`src/hw/rtl/pal_pkg.sv`:
```
// shared command codes, status codes and cell control type for the array list
`default_nettype none
package pal_pkg;

	// command codes
	localparam logic [2:0] CMD_INSERT   = 3'd0;
	localparam logic [2:0] CMD_DELETE   = 3'd1;
	localparam logic [2:0] CMD_LOCATE   = 3'd2;
	localparam logic [2:0] CMD_LOC_RNG  = 3'd3;
	localparam logic [2:0] CMD_RETRIEVE = 3'd4;
	localparam logic [2:0] CMD_CLEAR    = 3'd5;

	// status codes
	localparam logic [1:0] STAT_OK       = 2'd0;
	localparam logic [1:0] STAT_FULL     = 2'd1;
	localparam logic [1:0] STAT_RANGE    = 2'd2;
	localparam logic [1:0] STAT_NOTFOUND = 2'd3;

	// highest index a locate can report
	localparam logic [5:0] LAST_INDEX = 6'd63;

	// capacity_limit reset value
	localparam logic [6:0] CAP_LIMIT_RST = 7'd64;

	// control broadcast to every cell when an item is taken
	typedef struct packed {
		logic        do_ins;
		logic        do_del;
		logic        do_srch;
		logic        do_read;
		logic [31:0] value;
		logic [5:0]  pos;
		logic [5:0]  lo;
		logic [5:0]  hi;
	} pal_ctl_t;

endpackage
`default_nettype wire

```
`src/hw/rtl/pal_cell.sv`:
```
// one list cell: holds an entry, shifts with its neighbors, flags matches
`default_nettype none
module pal_cell #(
	parameter int IW = 6
) (
	input  wire logic            clk,
	input  wire logic            capture,
	input  wire pal_pkg::pal_ctl_t ctl,
	input  wire logic [IW-1:0]   idx,
	input  wire logic [31:0]     left_entry,
	input  wire logic [31:0]     right_entry,
	output logic      [31:0]     entry,
	output logic                 hit,
	output logic      [31:0]     rdata
);

	localparam int XW = (IW > 6) ? IW : 6;

	logic [31:0] entry_q;
	logic        hit_q;
	logic [31:0] rdata_q;
	logic [XW-1:0] idx_x, pos_x, lo_x, hi_x;

	assign idx_x = XW'(idx);
	assign pos_x = XW'(ctl.pos);
	assign lo_x  = XW'(ctl.lo);
	assign hi_x  = XW'(ctl.hi);

	always_ff @(posedge clk) begin
		if (capture) begin
			if (ctl.do_ins) begin
				if (idx_x > pos_x) begin
					entry_q <= left_entry;
				end else if (idx_x == pos_x) begin
					entry_q <= ctl.value;
				end
			end else if (ctl.do_del) begin
				if (idx_x >= pos_x) begin
					entry_q <= right_entry;
				end
			end
			hit_q   <= ctl.do_srch && (entry_q == ctl.value) && (idx_x >= lo_x)
				&& (idx_x <= hi_x);
			rdata_q <= (ctl.do_read && (idx_x == pos_x)) ? entry_q : 32'd0;
		end
	end

	assign entry = entry_q;
	assign hit   = hit_q;
	assign rdata = rdata_q;

endmodule
`default_nettype wire

```
`config.mk`:
```
export PLATFORM = sky130hd
export DESIGN_NAME = pal_cell
export DESIGN_NICKNAME = d
export VERILOG_FILES = /design/src/hw/rtl/pal_pkg.sv /design/src/hw/rtl/pal_cell.sv
export SDC_FILE = /design/constraint.sdc
export NUM_CORES = 1
export LEC_CHECK = 0
export BUFFER_PORTS_ARGS = -buffer_cell sky130_fd_sc_hd__buf_2
export CORE_ASPECT_RATIO = 0.7
export CORE_MARGIN = 1.5
export CORE_UTILIZATION = 49
export DETAILED_ROUTE_END_ITERATION = 8
export GPL_TIMING_DRIVEN = 0
export PLACE_DENSITY_LB_ADDON = 0.25
export SLEW_MARGIN = 10
export SYNTH_ARGS = -nofsm -noshare
export SYNTH_HDL_FRONTEND = slang
export SYNTH_SLANG_ARGS = --single-unit
```
`constraint.sdc`:
```
create_clock -name clk -period 3.5 [get_ports clk]
set_input_delay 0.525 -clock clk [delete_from_list [all_inputs] [get_ports clk]]
set_output_delay 0.525 -clock clk [all_outputs]
set_load 0.005 [all_outputs]
```
# Word-level counts from Yosys, hierarchy flattened
# Index checks and enable logic that the tools add are counted.
[totals]
regBits = 65
in_bits = 126
output_inout_bits = 65
[classes]
eq_ne = 3
magnitude_cmp = 4
mux = 5
reduce_logical = 7
[ops]
columns = ["op", "count"]
rows = [
  ["$mux 32", 5],
  ["$eq 32x32->1", 1],
  ["$ge 6x6->1", 2],
  ["$eq 6x6->1", 1],
  ["$gt 6x6->1", 1],
  ["$le 6x6->1", 1],
  ["$logic_and 1x1->1", 4],
  ["$reduce_and 4->1", 1],
  ["$reduce_bool 2->1", 2],
  ["$ne 3x1->1 const B", 1],
]

# Depth between registers and ports, before layout
# Gate-level depths: netlist (run 1).
[logic_depth]
word_depth = 4
ltp_mapped = 9
depth_no_buf = 7

# Least setup slack after synthesis (run 1)
# Ideal clock, no wire load.
[synth_path]
kind = "input to register"
start = "input ctl[16] (netlist name)"
end = "register entry_q[10] (netlist: entry[10]) (data pin)"
path_buffers = 2
t_required_ns = 3.230
path_slack_ns = 1.198
setup_ns = 0.270
t_arrival_ns = 2.032
cell_stages = 9
cell_sequence = "inv_1 > ha_1 > and4_4 > and3_4 > buf_6 > a31oi_4 > buf_12 > mux2i_1 > a21oi_1"
[synth_between]
elab_chain_len = 3
[synth_lines]
columns = ["element", "line", "text"]
rows = [
  ["from (decl)", "pal_cell.sv:8", "input wire pal_pkg::pal_ctl_t ctl,"],
  ["$gt 6x6->1", "pal_cell.sv:32", "if (idx_x > pos_x) begin"],
  ["$mux 32", "pal_cell.sv:32", ""],
  ["$mux 32", "pal_cell.sv:31", "if (ctl.do_ins) begin"],
  ["to (signal assigned)", "pal_cell.sv:33", "entry_q <= left_entry;"],
  ["to (signal assigned)", "pal_cell.sv:35", "entry_q <= ctl.value;"],
  ["to (signal assigned)", "pal_cell.sv:39", "entry_q <= right_entry;"],
  ["to (decl)", "pal_cell.sv:19", "logic [31:0] entry_q;"],
]
# Every way passes these cells.
# A chain may end at the register's enable or synchronous reset.

# Final worst setup path (run 1)
[layout_path]
start = "input idx[4]"
end = "register entry_q[27] (netlist: entry[27]), enable pin"
[layout_between]
elab_chain_len = 3
[layout_lines]
columns = ["element", "line", "text"]
rows = [
  ["from (decl)", "pal_cell.sv:9", "input wire logic [IW-1:0] idx,"],
  ["$gt 6x6->1 (tied with other cells)", "pal_cell.sv:32", ""],
  ["$ne 3x1->1 (no line) or $reduce_bool 2->1 (tied branches)", "--", ""],
  ["$reduce_and 4->1 (no line) *", "--", ""],
]
# Mark *: on every way between the ends. The rest lies on a longest branch, timed or not.

==> impl_metrics.toml, run 1 <==
[sta]
min_period_ns = 2.40
hold_viol = 0
holdWs_ns = 0.509
worst_pin_slew_ns = 0.923
finClkSkew_ns = 0.00505
max_freq_mhz = 417
min_period_over_period = 0.685
rsz0062_at_grt = "false"
slew_headroom = 0.385
slew_viol_final = 0
setup_viol = 0
fin_tns_setup_ns = 0

[logic_synthesis]
synth_common_cells = "edfxtp_1 (65), a21oi_1 (36), nor2_1 (33)"
synth_top_area_frac = 0.528
yosys_warnings = 0
yosysTopAreaCell = "edfxtp_1"
syn_avg_cell_area_um2 = 11.7
synth_area_leaders = "edfxtp_1 (53%), mux2i_1 (8.7%), ha_1 (6.1%)"
synth_cells = 315
synth_edf_count = 65
synth_flop_cell = "edfxtp_1"
synth_area_um2 = 3690
synthArstFlopShare = 0
yosys.cell_count.top_type = "edfxtp_1"
synth_fp_nets = 459
ys_ff_latch = 65
synthDistinctLibCells = 30
ys_seq_area_frac = 0.528

[floorplan]
rows = 26
chipHeight_um = 75.7
start_util = 0.507
die_area_um2 = 8080
pin_count = 191
core_region_area_um2 = 7290
die_w_um = 107

[worst_hold_path]
hp-start = "right_entry[2]"
min_to = "entry[2]"
min_path_cells = 3
hold_class = "in2reg"

[detailed_routing]
drtAntennaViolNets = 0
drt_wl_total_um = 11100
wl_met2_um = 5090
drt_iter0_drc = 152
wl_met1_um = 4730
drc = 0
num_vias = 3215
routed.top_layer = "met4"
routed_via_density = 5.20
detail_route.first_pass.iterations = 4
wl_per_cell_um = 17.9
wl_met3_um = 1120

[setup_path]
cpPeakStageDelay_ns = 0.81
r2r-end = "hit"
reg2reg_depth = 5
cp_top_family = "compound AO/OA/AOI/OAI gates"
critPathKind = "in2reg"
startpoint_type = "input pin"
path_buf_inv = 2
crit_path_max_fanout = 32
slowest_stage = "o221a_2"
end_kind = "flip-flop"
worstPathCellList = "buf_2 -> ha_1 -> and4_4 -> and3_4 -> buf_6 -> o221a_2"
cp_data_required_time_ns = 3.46
crit-reg2reg-launch = "entry[9]"
r2r_slack_ns = 1.63
critical_path_arrival_ns = 2.36
cp.depth = 6

[placed_design]
dp_cells = 602
place_area_um2 = 4760
gp_congestion = 0.942
dp_hpwl_um = 8540
place.port_buffers = 189

[clocking]
cts.sinks = 65
post_cts_resized = 0
cts_tree = "yes"
clock_tree.buffer_depth = 2
cts_hold_buf = 0
postCtsSetupRepairBufs = 0
clock-root-buffer = "clkbuf_8"
clk_latency_ns = 0.33
htreeDepth = 3
clkTransAtPathRegs_ns = 0.07
numCtsBuffers = 9

[flow_run]
drv_cap = 0

[final_layout]
final_area_um2 = 4940
fin_cells = 618
drive_gt1_frac = 0.404
nets = 659
nFillCells = 593
area_delta_synth_final_pct = 33.8
multiInputGateArea_um2 = 1560
antennaDiodeCount = 0
seqCellArea_um2 = 1950

[power]
ir_worst_vdd_uv = 263
pwr-share-clk = 0.307
p_per_area_nw_per_um2 = 401
leakage_nw = 2.42
seqPwrFrac = 0.481
p_sw_frac = 0.270
p_comb_frac = 0.212
p_int_mw = 1.45
p_switching_mw = 0.536

[status]
status = "finished, final reports clean"

[global_routing]
overflow = 0
grt_usage = 0.269
grt_pass1_vias = 3014
antenna_found_initial = 0
grt_max_degree = 35
grt_pass1_wl_um = 15800
[sequential cells by signal, summed over array words and instances, names as in the netlist]
signal  cells
entry      32
rdata      32
hit         1
[metrics by stage]
| stage | worst slack (ns) | utilization | power, mW |
|---|---|---|---|
| finish | 1.10 | 0.678 | 1.98 |
| detailed placement | 0.804 | 0.654 | 1.39 |
| global placement | 0.816 | 0.654 | 1.37 |
| floorplan | 1.20 | - | 1.18 |
| CTS | 1.14 | 0.678 | 1.98 |
| global route | 1.07 | 0.678 | 2.06 |
[cell usage in the layout (no fill, tap or decap), drive strengths merged, types with 2 or more instances in the layout]
cell / count
buf: 193
edfxtp: 65
a21oi: 36
and3: 34
nor2: 33
mux2i: 32
clkbuf: 25
xnor2: 23
inv: 18
ha: 18
xor2: 9
nand4: 7
nand3: 4
nor4: 4
o21ai: 3
clkinv: 3
nand2: 2
[worst max-delay path by stage]
stage | start | end | slack (ns)
floorplan | ctl[16] | entry[10] | 1.20
global placement | idx[4] | entry[11] | 0.82
detailed placement | idx[4] | entry[18] | 0.80
CTS | idx[4] | entry[22] | 1.14
global route | idx[4] | entry[13] | 1.07
finish | idx[4] | entry[27] | 1.10
[logic make-up after synthesis]
logic type | Yosys count | share of synthesized area
mux | 32 | 0.0867
xor+xnor | 32 | 0.0759
flops | 65 | 0.528
buf+inv | 35 | 0.0508
fa+ha+maj | 18 | 0.0610
simple gates | 88 | 0.127
compound gates | 45 | 0.0708
[power by group through the flow]
stage	clock [mW]	combinational, mW	sequential [mW]
2_1_floorplan	0	0.212	0.970
3_3_place_gp	0	0.406	0.967
3_5_place_dp	0	0.417	0.970
4_1_cts	0.610	0.419	0.954
5_1_grt	0.647	0.457	0.960
6_report	0.610	0.420	0.954
[metal layers]
layer | global-route usage | vias to the layer above
li1 | - | 1550
met1 | 0.366 | 1484
met2 | 0.431 | 165
met3 | 0.0838 | 16
met4 | 0.0578 | 0
met5 | 0 | -
[worst min-delay path, cell delays in order]
cell     delay, ns
buf_2         0.07
nor2_1        0.03
a21oi_1       0.10
[layout make-up]
class / instances / area share
clock inverters: 4 / 0.00886
clock buffers: 12 / 0.0273
inverters: 18 / 0.0137
well taps: 98 / 0.0248
repair buffers: 189 / 0.191
plain buffers: 17 / 0.0243
flip-flops and latches: 65 / 0.395
multi-input cells: 215 / 0.315
No activity file was read; power rests on OpenSTA's default activity.
==> inputs of run 2 (changes only) <==
Settings changed: CORE_UTILIZATION 49 to 46.
Clock period 3.5 ns to 2.25 ns, I/O delays scaled along.
==> impl_metrics.toml, run 2 (synthesis results as in run 1) <==
[setup_path]
slowest_stage = "a31oi_4"
cpPeakStageDelay_ns = 0.35
critical_path_arrival_ns = 2.13
cp_data_required_time_ns = 2.28
startpoint_type = "input pin"
worstPathCellList = "buf_2 -> inv_1 -> ha_1 -> and4_4 -> and3_4 -> buf_6 -> a31oi_4 -> buf_12 -> mux2i_1 -> a21oi_1"
path_buf_inv = 4
end_kind = "flip-flop"
crit_path_max_fanout = 10
cp_top_family = "compound AO/OA/AOI/OAI gates"
critPathKind = "in2reg"

[sta]
slew_headroom = 0.443
setup_ws_ns = 0.147
max_freq_mhz = 475
slew_viol_final = 0
finClkSkew_ns = 0.00406
fin_tns_setup_ns = 0
min_period_ns = 2.10
min_period_over_period = 0.935
worst_pin_slew_ns = 0.835
hold_viol = 0
rsz0062_at_grt = "false"
setup_viol = 0

[power]
p_per_area_nw_per_um2 = 686
leakage_nw = 2.48
ir_worst_vdd_uv = 431
fin_total_pwr_mw = 3.47

[final_layout]
drive_gt1_frac = 0.410
multiInputGateArea_um2 = 1560
final_area_um2 = 5060
nets = 659
area_delta_synth_final_pct = 37.0
final_common_cell = "buf_2"
seqCellArea_um2 = 1950
final_cell_mix = "buf_2 (189), edfxtp_1 (65), a21oi_1 (36)"
antennaDiodeCount = 0
final_core_util = 0.646
nFillCells = 674

[detailed_routing]
routed_via_density = 5.14
num_vias = 3191
drt_iter0_drc = 162
drtAntennaViolNets = 0
wl_per_cell_um = 17.5
detail_route.first_pass.iterations = 4
drc = 0
drt_wl_total_um = 10900

[clocking]
clkTransAtPathRegs_ns = 0.05
cts.sinks = 65
clk_latency_ns = 0.32
cts_hold_buf = 0
numCtsBuffers = 9
clock-root-buffer = "clkbuf_16"
cts_tree = "yes"
htreeDepth = 3
clock_tree.buffer_depth = 2

[floorplan]
start_util = 0.471
rows = 27
pin_count = 191
chipHeight_um = 78.0
die_area_um2 = 8590
core_region_area_um2 = 7840
die_w_um = 110

[placed_design]
dp_hpwl_um = 8470
place_worst_setup_slack_ns = -0.277
place.port_buffers = 189
place_area_um2 = 4770
gp_congestion = 0.925

[status]
status = "finished, final reports clean"

[flow_run]
drv_cap = 0

[global_routing]
grt_max_degree = 35
grt_pass1_wl_um = 15800
overflow = 0
grt_usage = 0.256
grt_pass1_vias = 3102
antenna_found_initial = 0

[worst_hold_path]
hold_class = "in2reg"
==> run 2: path summary, 6_finish.rpt <==
| path | slack, ns | from | to | cells past startpoint |
|---|---|---|---|---|
| setup / recovery | 0.15 | ctl[16] | entry[30] | 10 |
| hold / removal | 0.34 | right_entry[7] | entry[7] | 3 |
| setup reg to reg | 0.40 | entry[23] | hit | 5 |
| hold reg to reg | 0.63 | entry[5] | rdata[5] | 1 |
==> run 2: what timing repair did <==
| action | CTS | global route |
|---|---|---|
| setup buffers | 0 | 0 |
| gates resized for setup | 0 | 1 |
| setup endpoints to repair | 0 | 32 |
==> run 2: worst min-delay path: stages <==
cell and delay, ns:
buf_2 0.07, nor2_1 0.03, a21oi_1 0.10
==> run 2: final cells by class <==
| class | count | area share |
|---|---|---|
| plain buffers | 17 | 0.0237 |
| inverters | 18 | 0.0133 |
| flip-flops and latches | 65 | 0.386 |
| clock inverters | 7 | 0.0121 |
| repair buffers | 189 | 0.187 |
| well taps | 101 | 0.0250 |
| multi-input cells | 215 | 0.309 |
| clock buffers | 9 | 0.0445 |
==> run 2: through the flow <==
step / std cells / hold slack, ns
after floorplan: 315 / 0.450
after global placement: 605 / 0.603
after detailed placement: 605 / 0.617
after CTS: 621 / 0.330
after global routing: 621 / 0.338
final: 621 / 0.341
==> run 2: metal layers <==
layer  share of wire  GRT usage  vias up
met5               0          0        -
met4           0.010     0.0654        0
met3           0.082     0.0807       10
met2            0.47      0.416      145
met1            0.44      0.333     1487
li1                -          -     1549
==> run 2: report_power, final <==
part	switching [mW]	total [mW]	internal [mW]
sequential	0.0551	1.49	1.43
clock	0.490	1.33	0.845
combinational	0.333	0.651	0.318
